===== src/rtl/mair_pkg.sv =====
// ----------------------------------------------------------------------------
// mair_pkg
// Shared types, constants and helpers for the missing-aware int64 reduction
// core: mode codes, the queued item format and the accumulator identities.
// ----------------------------------------------------------------------------
package mair_pkg;

    // Value width and special codes.
    localparam int VALUE_W = 64;
    localparam logic signed [VALUE_W-1:0] MISSING_CODE = {1'b1, {(VALUE_W-1){1'b0}}};
    localparam logic signed [VALUE_W-1:0] POS_LIMIT    = {1'b0, {(VALUE_W-1){1'b1}}};
    localparam logic signed [VALUE_W-1:0] NEG_LIMIT    = {1'b1, {(VALUE_W-2){1'b0}}, 1'b1};

    // Configuration port.
    localparam int CFG_DATA_W = 3;

    typedef enum logic {
        REG_MODE = 1'b0,
        REG_SKIP = 1'b1
    } t_cfg_reg;

    typedef struct packed {
        logic                  we;
        t_cfg_reg              idx;
        logic [CFG_DATA_W-1:0] data;
    } t_cfg_wr;

    // Reduction modes; code 7 is folded into sum when written.
    typedef enum logic [2:0] {
        MODE_SUM   = 3'd0,
        MODE_PROD  = 3'd1,
        MODE_MIN   = 3'd2,
        MODE_MAX   = 3'd3,
        MODE_RANGE = 3'd4,
        MODE_ANY   = 3'd5,
        MODE_ALL   = 3'd6
    } t_mode;

    // Item as classified by the front part.
    typedef struct packed {
        logic signed [VALUE_W-1:0] value;
        logic                      last;
        logic                      missing;
        logic                      zero;
    } t_item;

    // Queue between front and back.
    localparam int QUEUE_DEPTH = 2;
    localparam int QPTR_W      = (QUEUE_DEPTH > 1) ? $clog2(QUEUE_DEPTH) : 1;
    localparam int QCNT_W      = $clog2(QUEUE_DEPTH + 1);

    // Product sequencer: four partial products, then the final sum.
    typedef logic [2:0] t_step;
    localparam t_step MUL_DONE = 3'd5;

    // Identity of the first accumulator for a mode.
    function automatic logic signed [VALUE_W-1:0] ident_first(input t_mode mode);
        logic signed [VALUE_W-1:0] r;
        case (mode)
            MODE_PROD:  r = {{(VALUE_W-1){1'b0}}, 1'b1};
            MODE_MIN:   r = POS_LIMIT;
            MODE_MAX:   r = NEG_LIMIT;
            MODE_RANGE: r = POS_LIMIT;
            default:    r = '0;
        endcase
        return r;
    endfunction

endpackage


===== src/rtl/mair_front.sv =====
// ----------------------------------------------------------------------------
// mair_front
// Input stage: registers each accepted item and tags it as missing and/or
// zero before handing it to the queue.
// ----------------------------------------------------------------------------
module mair_front (
    input  logic                                i_clk,
    input  logic                                i_rst_n,
    input  logic                                i_valid,
    output logic                                o_ready,
    input  logic signed [mair_pkg::VALUE_W-1:0] i_value,
    input  logic                                i_last,
    output logic                                o_push,
    output mair_pkg::t_item                     o_item,
    input  logic                                i_push_ready
);

    logic            r_valid;
    logic            n_valid;
    mair_pkg::t_item r_item;
    logic            w_accept;

    // The stage takes a new item when empty or when its item moves on.
    assign o_push   = r_valid && i_push_ready;
    assign o_ready  = !r_valid || i_push_ready;
    assign w_accept = i_valid && o_ready;
    assign o_item   = r_item;

    always_comb begin
        n_valid = r_valid;
        if (w_accept) begin
            n_valid = 1'b1;
        end else if (o_push) begin
            n_valid = 1'b0;
        end
    end

    always_ff @(posedge i_clk) begin
        if (!i_rst_n) begin
            r_valid <= 1'b0;
        end else begin
            r_valid <= n_valid;
        end
    end

    // Classification of the payload.
    always_ff @(posedge i_clk) begin
        if (w_accept) begin
            r_item.value   <= i_value;
            r_item.last    <= i_last;
            r_item.missing <= (i_value == mair_pkg::MISSING_CODE);
            r_item.zero    <= (i_value == '0);
        end
    end

endmodule


===== src/rtl/mair_queue.sv =====
// ----------------------------------------------------------------------------
// mair_queue
// Small register queue that decouples the front part from the back part.
// ----------------------------------------------------------------------------
module mair_queue (
    input  logic            i_clk,
    input  logic            i_rst_n,
    input  logic            i_push,
    input  mair_pkg::t_item i_item,
    output logic            o_push_ready,
    output logic            o_valid,
    output mair_pkg::t_item o_item,
    input  logic            i_pop
);

    mair_pkg::t_item                   r_mem [mair_pkg::QUEUE_DEPTH];
    logic [mair_pkg::QPTR_W-1:0]       r_wr_ptr;
    logic [mair_pkg::QPTR_W-1:0]       r_rd_ptr;
    logic [mair_pkg::QCNT_W-1:0]       r_count;
    logic [mair_pkg::QPTR_W-1:0]       n_wr_ptr;
    logic [mair_pkg::QPTR_W-1:0]       n_rd_ptr;
    logic [mair_pkg::QCNT_W-1:0]       n_count;

    localparam logic [mair_pkg::QPTR_W-1:0] PTR_LAST = mair_pkg::QPTR_W'(mair_pkg::QUEUE_DEPTH - 1);
    localparam logic [mair_pkg::QCNT_W-1:0] CNT_FULL = mair_pkg::QCNT_W'(mair_pkg::QUEUE_DEPTH);

    assign o_push_ready = (r_count != CNT_FULL);
    assign o_valid      = (r_count != '0);
    assign o_item       = r_mem[r_rd_ptr];

    // Pointer and fill count update.
    always_comb begin
        n_wr_ptr = r_wr_ptr;
        n_rd_ptr = r_rd_ptr;
        n_count  = r_count;
        if (i_push) begin
            n_wr_ptr = (r_wr_ptr == PTR_LAST) ? '0 : r_wr_ptr + 1'b1;
        end
        if (i_pop) begin
            n_rd_ptr = (r_rd_ptr == PTR_LAST) ? '0 : r_rd_ptr + 1'b1;
        end
        case ({i_push, i_pop})
            2'b10:   n_count = r_count + 1'b1;
            2'b01:   n_count = r_count - 1'b1;
            default: n_count = r_count;
        endcase
    end

    always_ff @(posedge i_clk) begin
        if (!i_rst_n) begin
            r_wr_ptr <= '0;
            r_rd_ptr <= '0;
            r_count  <= '0;
        end else begin
            r_wr_ptr <= n_wr_ptr;
            r_rd_ptr <= n_rd_ptr;
            r_count  <= n_count;
        end
    end

    // Storage write.
    always_ff @(posedge i_clk) begin
        if (i_push) begin
            r_mem[r_wr_ptr] <= i_item;
        end
    end

endmodule


===== src/rtl/mair_back.sv =====
// ----------------------------------------------------------------------------
// mair_back
// Execution part: holds the configuration and the accumulators, folds each
// queued item into them, runs the multi-cycle product and drives the result
// register.
// ----------------------------------------------------------------------------
module mair_back (
    input  logic                                i_clk,
    input  logic                                i_rst_n,
    input  mair_pkg::t_cfg_wr                   i_cfg,
    input  logic                                i_q_valid,
    input  mair_pkg::t_item                     i_q_item,
    output logic                                o_q_pop,
    output logic                                o_valid,
    input  logic                                i_ready,
    output logic signed [mair_pkg::VALUE_W-1:0] o_result_first,
    output logic signed [mair_pkg::VALUE_W-1:0] o_result_second,
    output logic                                o_result_missing,
    output logic                                o_overflowed
);

    localparam int W = mair_pkg::VALUE_W;
    localparam int H = W / 2;

    // Configuration.
    mair_pkg::t_mode r_mode;
    logic            r_skip;
    mair_pkg::t_mode n_mode;
    logic            n_skip;

    // Accumulators.
    logic signed [W-1:0] r_acc_first;
    logic signed [W-1:0] r_acc_second;
    logic                r_seen;
    logic                r_decided;
    logic                r_ovf;
    logic signed [W-1:0] n_acc_first;
    logic signed [W-1:0] n_acc_second;
    logic                n_seen;
    logic                n_decided;
    logic                n_ovf;

    // Product sequencer.
    logic                 r_busy;
    mair_pkg::t_step      r_step;
    logic [W-1:0]         r_ma;
    logic [W-1:0]         r_mv;
    logic                 r_neg;
    logic [W-1:0]         r_pp;
    logic [2*W-1:0]       r_prod;
    logic [H-1:0]         w_mul_a;
    logic [H-1:0]         w_mul_b;
    logic [2*W-1:0]       w_pp_shift;
    logic                 w_p_ovf;
    logic signed [W-1:0]  w_p_val;

    // Result register.
    logic                r_out_valid;
    logic signed [W-1:0] r_out_first;
    logic signed [W-1:0] r_out_second;
    logic                r_out_missing;
    logic                r_out_ovf;
    logic signed [W-1:0] n_out_first;
    logic signed [W-1:0] n_out_second;
    logic                n_out_missing;
    logic                n_out_ovf;

    // Control.
    logic                need_mul;
    logic                mul_done;
    logic                start_mul;
    logic                out_free;
    logic                pop;
    logic                w_any_all;
    logic [W:0]          w_sum;
    logic                w_sum_ovf;

    assign o_valid          = r_out_valid;
    assign o_result_first   = r_out_first;
    assign o_result_second  = r_out_second;
    assign o_result_missing = r_out_missing;
    assign o_overflowed     = r_out_ovf;
    assign o_q_pop          = pop;

    // Item scheduling: a product item waits for the multiplier, a last item
    // waits for room in the result register.
    assign w_any_all = (r_mode == mair_pkg::MODE_ANY) || (r_mode == mair_pkg::MODE_ALL);
    assign need_mul  = i_q_valid && (r_mode == mair_pkg::MODE_PROD) && !r_seen && !r_ovf
                       && !i_q_item.missing;
    assign mul_done  = r_busy && (r_step == mair_pkg::MUL_DONE);
    assign start_mul = need_mul && !r_busy;
    assign out_free  = !r_out_valid || i_ready;
    assign pop       = i_q_valid && (!need_mul || mul_done) && (!i_q_item.last || out_free);

    // Configuration write decode; an unused mode code behaves as sum.
    always_comb begin
        n_mode = r_mode;
        n_skip = r_skip;
        if (i_cfg.we) begin
            case (i_cfg.idx)
                mair_pkg::REG_MODE: begin
                    if (i_cfg.data inside {[3'd0:3'd6]}) begin
                        n_mode = mair_pkg::t_mode'(i_cfg.data);
                    end else begin
                        n_mode = mair_pkg::MODE_SUM;
                    end
                end
                mair_pkg::REG_SKIP: n_skip = i_cfg.data[0];
                default: ;
            endcase
        end
    end

    // Partial product operand selection, one quarter per step.
    always_comb begin
        case (r_step)
            3'd0:    begin w_mul_a = r_ma[H-1:0]; w_mul_b = r_mv[H-1:0]; end
            3'd1:    begin w_mul_a = r_ma[H-1:0]; w_mul_b = r_mv[W-1:H]; end
            3'd2:    begin w_mul_a = r_ma[W-1:H]; w_mul_b = r_mv[H-1:0]; end
            3'd3:    begin w_mul_a = r_ma[W-1:H]; w_mul_b = r_mv[W-1:H]; end
            default: begin w_mul_a = '0;          w_mul_b = '0;          end
        endcase
        case (r_step)
            3'd1:    w_pp_shift = {{W{1'b0}}, r_pp};
            3'd2:    w_pp_shift = {{H{1'b0}}, r_pp, {H{1'b0}}};
            3'd3:    w_pp_shift = {{H{1'b0}}, r_pp, {H{1'b0}}};
            3'd4:    w_pp_shift = {r_pp, {W{1'b0}}};
            default: w_pp_shift = '0;
        endcase
    end

    // The product overflows if its magnitude exceeds the positive limit.
    assign w_p_ovf = (r_prod[2*W-1:W-1] != '0);
    assign w_p_val = r_neg ? -$signed(r_prod[W-1:0]) : $signed(r_prod[W-1:0]);

    // Sum with overflow outside the symmetric range.
    assign w_sum     = {r_acc_first[W-1], r_acc_first} + {i_q_item.value[W-1], i_q_item.value};
    assign w_sum_ovf = (w_sum[W] != w_sum[W-1]) || (w_sum[W-1:0] == mair_pkg::MISSING_CODE);

    // Accumulator update for the item at the head of the queue.
    always_comb begin
        n_acc_first  = r_acc_first;
        n_acc_second = r_acc_second;
        n_seen       = r_seen;
        n_decided    = r_decided;
        n_ovf        = r_ovf;
        if (w_any_all) begin
            if (!r_decided) begin
                if (i_q_item.missing) begin
                    n_seen = r_seen || !r_skip;
                end else if ((r_mode == mair_pkg::MODE_ANY) == !i_q_item.zero) begin
                    n_decided = 1'b1;
                end
            end
        end else if (!r_seen && !r_ovf) begin
            if (i_q_item.missing) begin
                n_seen = !r_skip;
            end else begin
                case (r_mode)
                    mair_pkg::MODE_PROD: begin
                        if (w_p_ovf) begin
                            n_ovf = 1'b1;
                        end else begin
                            n_acc_first = w_p_val;
                        end
                    end
                    mair_pkg::MODE_MIN: begin
                        if (i_q_item.value < r_acc_first) n_acc_first = i_q_item.value;
                    end
                    mair_pkg::MODE_MAX: begin
                        if (i_q_item.value > r_acc_first) n_acc_first = i_q_item.value;
                    end
                    mair_pkg::MODE_RANGE: begin
                        if (i_q_item.value < r_acc_first) n_acc_first = i_q_item.value;
                        if (i_q_item.value > r_acc_second) n_acc_second = i_q_item.value;
                    end
                    default: begin
                        if (w_sum_ovf) begin
                            n_ovf = 1'b1;
                        end else begin
                            n_acc_first = $signed(w_sum[W-1:0]);
                        end
                    end
                endcase
            end
        end
    end

    // Result formed from the updated accumulators.
    always_comb begin
        n_out_first   = n_acc_first;
        n_out_second  = '0;
        n_out_missing = 1'b0;
        n_out_ovf     = 1'b0;
        if (w_any_all) begin
            if (n_decided) begin
                n_out_first = (r_mode == mair_pkg::MODE_ANY) ? W'(1) : '0;
            end else if (n_seen) begin
                n_out_first   = mair_pkg::MISSING_CODE;
                n_out_missing = 1'b1;
            end else begin
                n_out_first = (r_mode == mair_pkg::MODE_ANY) ? '0 : W'(1);
            end
        end else if (n_seen || n_ovf) begin
            n_out_first   = mair_pkg::MISSING_CODE;
            n_out_missing = 1'b1;
            n_out_ovf     = n_ovf;
            if (r_mode == mair_pkg::MODE_RANGE) n_out_second = mair_pkg::MISSING_CODE;
        end else if (r_mode == mair_pkg::MODE_RANGE) begin
            n_out_second = n_acc_second;
        end
    end

    // Configuration and accumulator registers; a write or a last item
    // restarts the set.
    always_ff @(posedge i_clk) begin
        if (!i_rst_n) begin
            r_mode       <= mair_pkg::MODE_SUM;
            r_skip       <= 1'b0;
            r_acc_first  <= mair_pkg::ident_first(mair_pkg::MODE_SUM);
            r_acc_second <= mair_pkg::NEG_LIMIT;
            r_seen       <= 1'b0;
            r_decided    <= 1'b0;
            r_ovf        <= 1'b0;
        end else if (i_cfg.we || (pop && i_q_item.last)) begin
            r_mode       <= n_mode;
            r_skip       <= n_skip;
            r_acc_first  <= mair_pkg::ident_first(n_mode);
            r_acc_second <= mair_pkg::NEG_LIMIT;
            r_seen       <= 1'b0;
            r_decided    <= 1'b0;
            r_ovf        <= 1'b0;
        end else if (pop) begin
            r_acc_first  <= n_acc_first;
            r_acc_second <= n_acc_second;
            r_seen       <= n_seen;
            r_decided    <= n_decided;
            r_ovf        <= n_ovf;
        end
    end

    // Product sequencer control.
    always_ff @(posedge i_clk) begin
        if (!i_rst_n) begin
            r_busy <= 1'b0;
        end else if (pop) begin
            r_busy <= 1'b0;
        end else if (start_mul) begin
            r_busy <= 1'b1;
        end
    end

    // Product datapath: one 32x32 partial product per cycle, each added in the
    // next cycle into the 128-bit magnitude.
    always_ff @(posedge i_clk) begin
        if (start_mul) begin
            r_ma   <= r_acc_first[W-1] ? W'(-r_acc_first) : r_acc_first;
            r_mv   <= i_q_item.value[W-1] ? W'(-i_q_item.value) : i_q_item.value;
            r_neg  <= r_acc_first[W-1] ^ i_q_item.value[W-1];
            r_step <= '0;
            r_prod <= '0;
        end else if (r_busy && (r_step != mair_pkg::MUL_DONE)) begin
            r_step <= r_step + 1'b1;
            r_pp   <= w_mul_a * w_mul_b;
            r_prod <= r_prod + w_pp_shift;
        end
    end

    // Result register, freed as soon as the receiver takes it.
    always_ff @(posedge i_clk) begin
        if (!i_rst_n) begin
            r_out_valid <= 1'b0;
        end else if (pop && i_q_item.last) begin
            r_out_valid <= 1'b1;
        end else if (i_ready) begin
            r_out_valid <= 1'b0;
        end
    end

    always_ff @(posedge i_clk) begin
        if (pop && i_q_item.last) begin
            r_out_first   <= n_out_first;
            r_out_second  <= n_out_second;
            r_out_missing <= n_out_missing;
            r_out_ovf     <= n_out_ovf;
        end
    end

`ifndef SYNTH
    // An item still in the multiplier is never retired.
    a_no_pop_mid_mul: assert property (@(posedge i_clk) disable iff (!i_rst_n)
        (need_mul && !mul_done) |-> !pop)
        else $error("item retired before its product was complete");

    // The sequencer never steps past its final count.
    a_step_bound: assert property (@(posedge i_clk) disable iff (!i_rst_n)
        r_busy |-> (r_step <= mair_pkg::MUL_DONE))
        else $error("product sequencer ran past its last step");

    // A configuration write leaves a fresh set behind.
    a_cfg_restart: assert property (@(posedge i_clk) disable iff (!i_rst_n)
        $past(i_cfg.we) |-> (!r_seen && !r_decided && !r_ovf))
        else $error("set flags survived a configuration write");

    // An overflowed result is always reported as missing.
    a_ovf_missing: assert property (@(posedge i_clk) disable iff (!i_rst_n)
        (r_out_valid && r_out_ovf) |-> (r_out_missing && (r_out_first == mair_pkg::MISSING_CODE)))
        else $error("overflow flag without a missing result");
`endif

endmodule


===== src/rtl/missing_aware_int64_reduction_core.sv =====
// ----------------------------------------------------------------------------
// missing_aware_int64_reduction_core
// Top level of a streaming reduction over signed 64-bit values with a
// missing-value code; the front stage, queue and execution part in a row.
// ----------------------------------------------------------------------------
// Usage:
//   Input channel (i_valid/o_ready) carries one value per item and a last
//   flag; output channel (o_valid/i_ready) carries one result per set, given
//   for the item marked last. The configuration port (i_cfg_we, i_cfg_index,
//   i_cfg_wdata) selects the mode and the skip-missing option; a write
//   restarts the set and is made while the core is idle.
//   Throughput: one item per cycle in sum, min, max, range, any and all,
//   save that a last item waits while the result register is held.
//   In product mode each non-missing item passes through the execution part
//   in order: the magnitudes are loaded, the four 32x32 partial products of
//   the shared multiplier are formed, the last of them is added and the item
//   is retired; once a set is missing or overflowed the rest of it flows at
//   one item per cycle. A last item is registered in the front stage, then
//   in the queue, then in the result register, after any product it needs.
//   Reset (synchronous, active low) empties the pipeline, selects sum mode
//   with skip-missing off and clears the accumulators.
//   When the receiver stalls the result is held; items that are not last
//   keep flowing, and a last item waits at the head of the queue.
// ----------------------------------------------------------------------------
module missing_aware_int64_reduction_core (
    input  logic                                      i_clk,
    input  logic                                      i_rst_n,
    input  logic                                      i_cfg_we,
    input  logic                                      i_cfg_index,
    input  logic [mair_pkg::CFG_DATA_W-1:0]           i_cfg_wdata,
    input  logic                                      i_valid,
    output logic                                      o_ready,
    input  logic signed [mair_pkg::VALUE_W-1:0]       i_value,
    input  logic                                      i_last,
    output logic                                      o_valid,
    input  logic                                      i_ready,
    output logic signed [mair_pkg::VALUE_W-1:0]       o_result_first,
    output logic signed [mair_pkg::VALUE_W-1:0]       o_result_second,
    output logic                                      o_result_missing,
    output logic                                      o_overflowed
);

    mair_pkg::t_item   w_front_item;
    logic              w_front_push;
    logic              w_push_ready;
    mair_pkg::t_item   w_q_item;
    logic              w_q_valid;
    logic              w_q_pop;
    mair_pkg::t_cfg_wr w_cfg;

    // Configuration write bundle.
    assign w_cfg.we   = i_cfg_we;
    assign w_cfg.idx  = mair_pkg::t_cfg_reg'(i_cfg_index);
    assign w_cfg.data = i_cfg_wdata;

    mair_front u_front (
        .i_clk        (i_clk),
        .i_rst_n      (i_rst_n),
        .i_valid      (i_valid),
        .o_ready      (o_ready),
        .i_value      (i_value),
        .i_last       (i_last),
        .o_push       (w_front_push),
        .o_item       (w_front_item),
        .i_push_ready (w_push_ready)
    );

    mair_queue u_queue (
        .i_clk        (i_clk),
        .i_rst_n      (i_rst_n),
        .i_push       (w_front_push),
        .i_item       (w_front_item),
        .o_push_ready (w_push_ready),
        .o_valid      (w_q_valid),
        .o_item       (w_q_item),
        .i_pop        (w_q_pop)
    );

    mair_back u_back (
        .i_clk            (i_clk),
        .i_rst_n          (i_rst_n),
        .i_cfg            (w_cfg),
        .i_q_valid        (w_q_valid),
        .i_q_item         (w_q_item),
        .o_q_pop          (w_q_pop),
        .o_valid          (o_valid),
        .i_ready          (i_ready),
        .o_result_first   (o_result_first),
        .o_result_second  (o_result_second),
        .o_result_missing (o_result_missing),
        .o_overflowed     (o_overflowed)
    );

endmodule


===== config.mk =====
export PLATFORM = sky130hd
export DESIGN_NAME = missing_aware_int64_reduction_core
export DESIGN_NICKNAME = d
export VERILOG_FILES = /design/src/rtl/mair_pkg.sv /design/src/rtl/mair_front.sv /design/src/rtl/mair_queue.sv /design/src/rtl/mair_back.sv /design/src/rtl/missing_aware_int64_reduction_core.sv
export SDC_FILE = /design/constraint.sdc
export NUM_CORES = 2
export LEC_CHECK = 0
export ABC_AREA = 1
export BUFFER_PORTS_ARGS = -buffer_cell sky130_fd_sc_hd__clkbuf_2
export CAP_MARGIN = 10
export CORE_ASPECT_RATIO = 1.4
export CORE_MARGIN = 4
export CORE_UTILIZATION = 45
export DETAILED_ROUTE_END_ITERATION = 8
export PLACE_DENSITY = 0.6
export SLEW_MARGIN = 15
export SYNTH_ARGS = -nofsm -noshare
export SYNTH_HDL_FRONTEND = slang
export SYNTH_HIERARCHICAL = 1
export SYNTH_SLANG_ARGS = --single-unit
export TNS_END_PERCENT = 100

===== constraint.sdc =====
create_clock -name i_clk -period 21.4 [get_ports i_clk]
set_input_delay 3.21 -clock i_clk [delete_from_list [all_inputs] [get_ports i_clk]]
set_output_delay 3.21 -clock i_clk [all_outputs]
set_load 0.01 [all_outputs]

==> qor.yml <==
run_status:
  status: "finished, final reports clean"
detailed_routing:
  dr.pass1.iters: 9
  drt_iter0_markers: 7799
  routed_wl_um: 403000
  vias_per_cell: 5.64
  vias: 87100
  wl_per_cell_um: 26.1
  drc_errors: 0
  antenna_left: 0
sta:
  finClkSkew_ns: 0.0554
  worstMarginPinSlew_ns: 1.37
  fin_tns_setup_ns: 0
  fmax_mhz: 101
  slew_headroom: 0.0790
  final_hold_viol_count: 0
  setup_viol: 0
  final_max_slew_viol_count: 0
  period_needed_ns: 9.86
  fin_crit_sh: 0.461
  rsz0062_at_grt: "no"
critical_path:
  rrSetupSlack_ns: 11.54
  r2r-start: "u_back/r_step[2]"
  r2r_cells: 31
  crit_path_end: "u_back/r_pp[48]"
  critPathLaunchType: "flop"
  slowest_delay_ns: 0.72
  end_kind: "flop"
  crit_path_top_delay_cell: "buf_4"
  critPathMostFrequentCell: "fa_1"
  rr_endpoint: "u_back/r_pp[48]"
  crit_start: "u_back/r_step[2]"
  cp.arrival_ns: 10.32
  critical_path.max_fanout: 33
  cp_data_required_time_ns: 21.86
  worstSetupPathType: "flop to flop"
clock_tree:
  htree_num_levels: 3
  postCtsSetupBuffers: 0
  clk_pin_slew_worst_paths_ns: 0.07
  clockBufferDepth: 3
  holdBufCountCts: 0
  ctsResizeCount: 0
  cts-root-buf: "clkbuf_16"
  cts_tree: "yes"
  cts_buffers: 87
  cts_num_sinks: 798
  insertion_delay_ns: 0.74
synthesis:
  netlist_top_cells_area: "fa_1 19%, edfxtp_1 17%, nand2_1 12%, inv_1 11%, ha_1 7.9%"
  synth_seq_area_share: 0.227
  synth-edff-count: 524
  yosysTopAreaCell: "fa_1"
  yosysTopAreaCellShare: 0.192
  yosys_warnings: 6
  async_flop_share: 0
  synthCells: 12700
  synthTopCellsByCount: "2874 x nand2_1, 2852 x inv_1, 1000 x nor2_1, 898 x fa_1, 670 x nand3_1"
  ys_seq_elements: 798
  synth_ff_type: "edfxtp_1"
  avgSynthCellArea_sq_um: 7.33
  synth.distinct_cells: 67
  synth_fp_nets: 14300
  yosysMostFrequentCell: "nand2_1"
  synth_area_sq_um: 93400
finish:
  final_core_util: 0.488
  area_delta_synth_final_pct: 7.69
  layout-drive-gt1-share: 0.0592
  nNetsFinal: 14200
floorplanning:
  row_count: 197
  start_util: 0.453
  pin_count: 206
  coreArea_sq_um: 206000
  die_x_um: 393
  die_h_um: 547
  die_area_sq_um: 215000
global_route:
  grt_pass1_wl_um: 585000
  antenna_found_initial: 18
  grt_pass1_vias: 88900
  grt.overflow.total: 0
  grt_max_degree: 156
  grt_usage: 0.371
min_path:
  hp-class: "flop to flop"
run:
  maxCapViolCount: 0
place:
  portBuffers: 205
  gp_congestion: 1.08
  post-dp-hpwl_um: 319000
worst min path at each step:
stage / start / to / slack [ns] / cells after the start
after floorplan: u_front/o_item[0] / u_queue/r_mem[0][0] / 0.42 / 0
after global placement: u_front/o_item[41] / u_queue/r_mem[0][41] / 0.42 / 0
after detailed placement: u_front/o_item[7] / u_queue/r_mem[1][7] / 0.43 / 0
after CTS: u_front/o_item[44] / u_queue/r_mem[1][44] / 0.41 / 0
after global routing: u_front/o_item[44] / u_queue/r_mem[1][44] / 0.45 / 0
final: u_front/o_item[44] / u_queue/r_mem[1][44] / 0.42 / 0
cell type report:
class,instances,area (sq um)
clock inverter,54,668
multi-input combinational,8550,60000
antenna,18,45.0
fill,20700,105000
timing repair buffer,342,2080
inverter,2898,10900
clock buffer,106,2320
tap,2686,3360
sequential,798,21200
through the flow:
stage / setup WS (ns) / hold WS (ns) / area [sq um] / std cells
2_1_floorplan: 10.82 / 0.421 / 93400 / 12700
3_3_place_gp: 11.78 / 0.424 / 97500 / 15300
3_5_place_dp: 11.62 / 0.429 / 97500 / 15300
4_1_cts: 11.60 / 0.410 / 101000 / 15400
5_1_grt: 11.01 / 0.445 / 101000 / 15400
6_report: 11.54 / 0.420 / 101000 / 15500
layout by cell type, fill, tap and decap left out, drive strengths merged, types with 274 or more instances in the layout:
cell type     n
inv        2886
nand2      2879
nor2       1038
fa          898
nand3       679
a21oi       644
o21ai       597
ha          591
edfxtp      524
clkbuf      311
dfxtp       274
routing by layer:
metal,part of all wire,vias up,track usage
li1,-,39600,-
met1,0.33,42000,0.384
met2,0.48,4075,0.638
met3,0.062,1457,0.0574
met4,0.12,4,0.350
met5,0.000077,-,0
state kept, by name, indices dropped and copies added, names as in the netlist, 2 cells and up, named ones only:
register / cells
u_back/r_ma: 64
u_queue/r_count: 2
u_back/r_step: 3
u_queue/r_mem: 134
u_back/r_prod: 128
u_front/o_item: 67
u_back/r_acc_second: 64
u_back/r_acc_first: 64
u_back/r_pp: 64
u_back/r_mode: 3
u_back/o_result_second: 64
u_back/r_mv: 64
u_back/o_result_first: 64
cells by family (layout without fill, tap and decap cells):
| family | after synthesis | after routing | synth area share |
|---|---|---|---|
| AOI/OAI and AO/OA | 1765 | 1765 | 0.107 |
| DFF | 798 | 798 | 0.227 |
| muxes | 67 | 67 | 0.00928 |
| xor gates and xnor gates | 307 | 307 | 0.0288 |
| and+or+nand+nor | 4922 | 4922 | 0.217 |
| other | 0 | 18 | 0 |
| adders and majority gates | 1489 | 1489 | 0.272 |
| buffers and inverters | 3393 | 3400 | 0.138 |
worst max-delay path: cells and delay by family (launching register included):
family / cells / cell delay, ns
AOI/OAI and AO/OA: 6 / 1.39
xor gates and xnor gates: 1 / 0.12
adders and majority gates: 10 / 4.83
buffers and inverters: 10 / 1.86
DFF: 1 / 0.39
and+or+nand+nor: 4 / 0.87
Power is left out: the tool's default activity adds up to more than one toggle a clock period on the data nets, which glitch-free logic cannot reach.
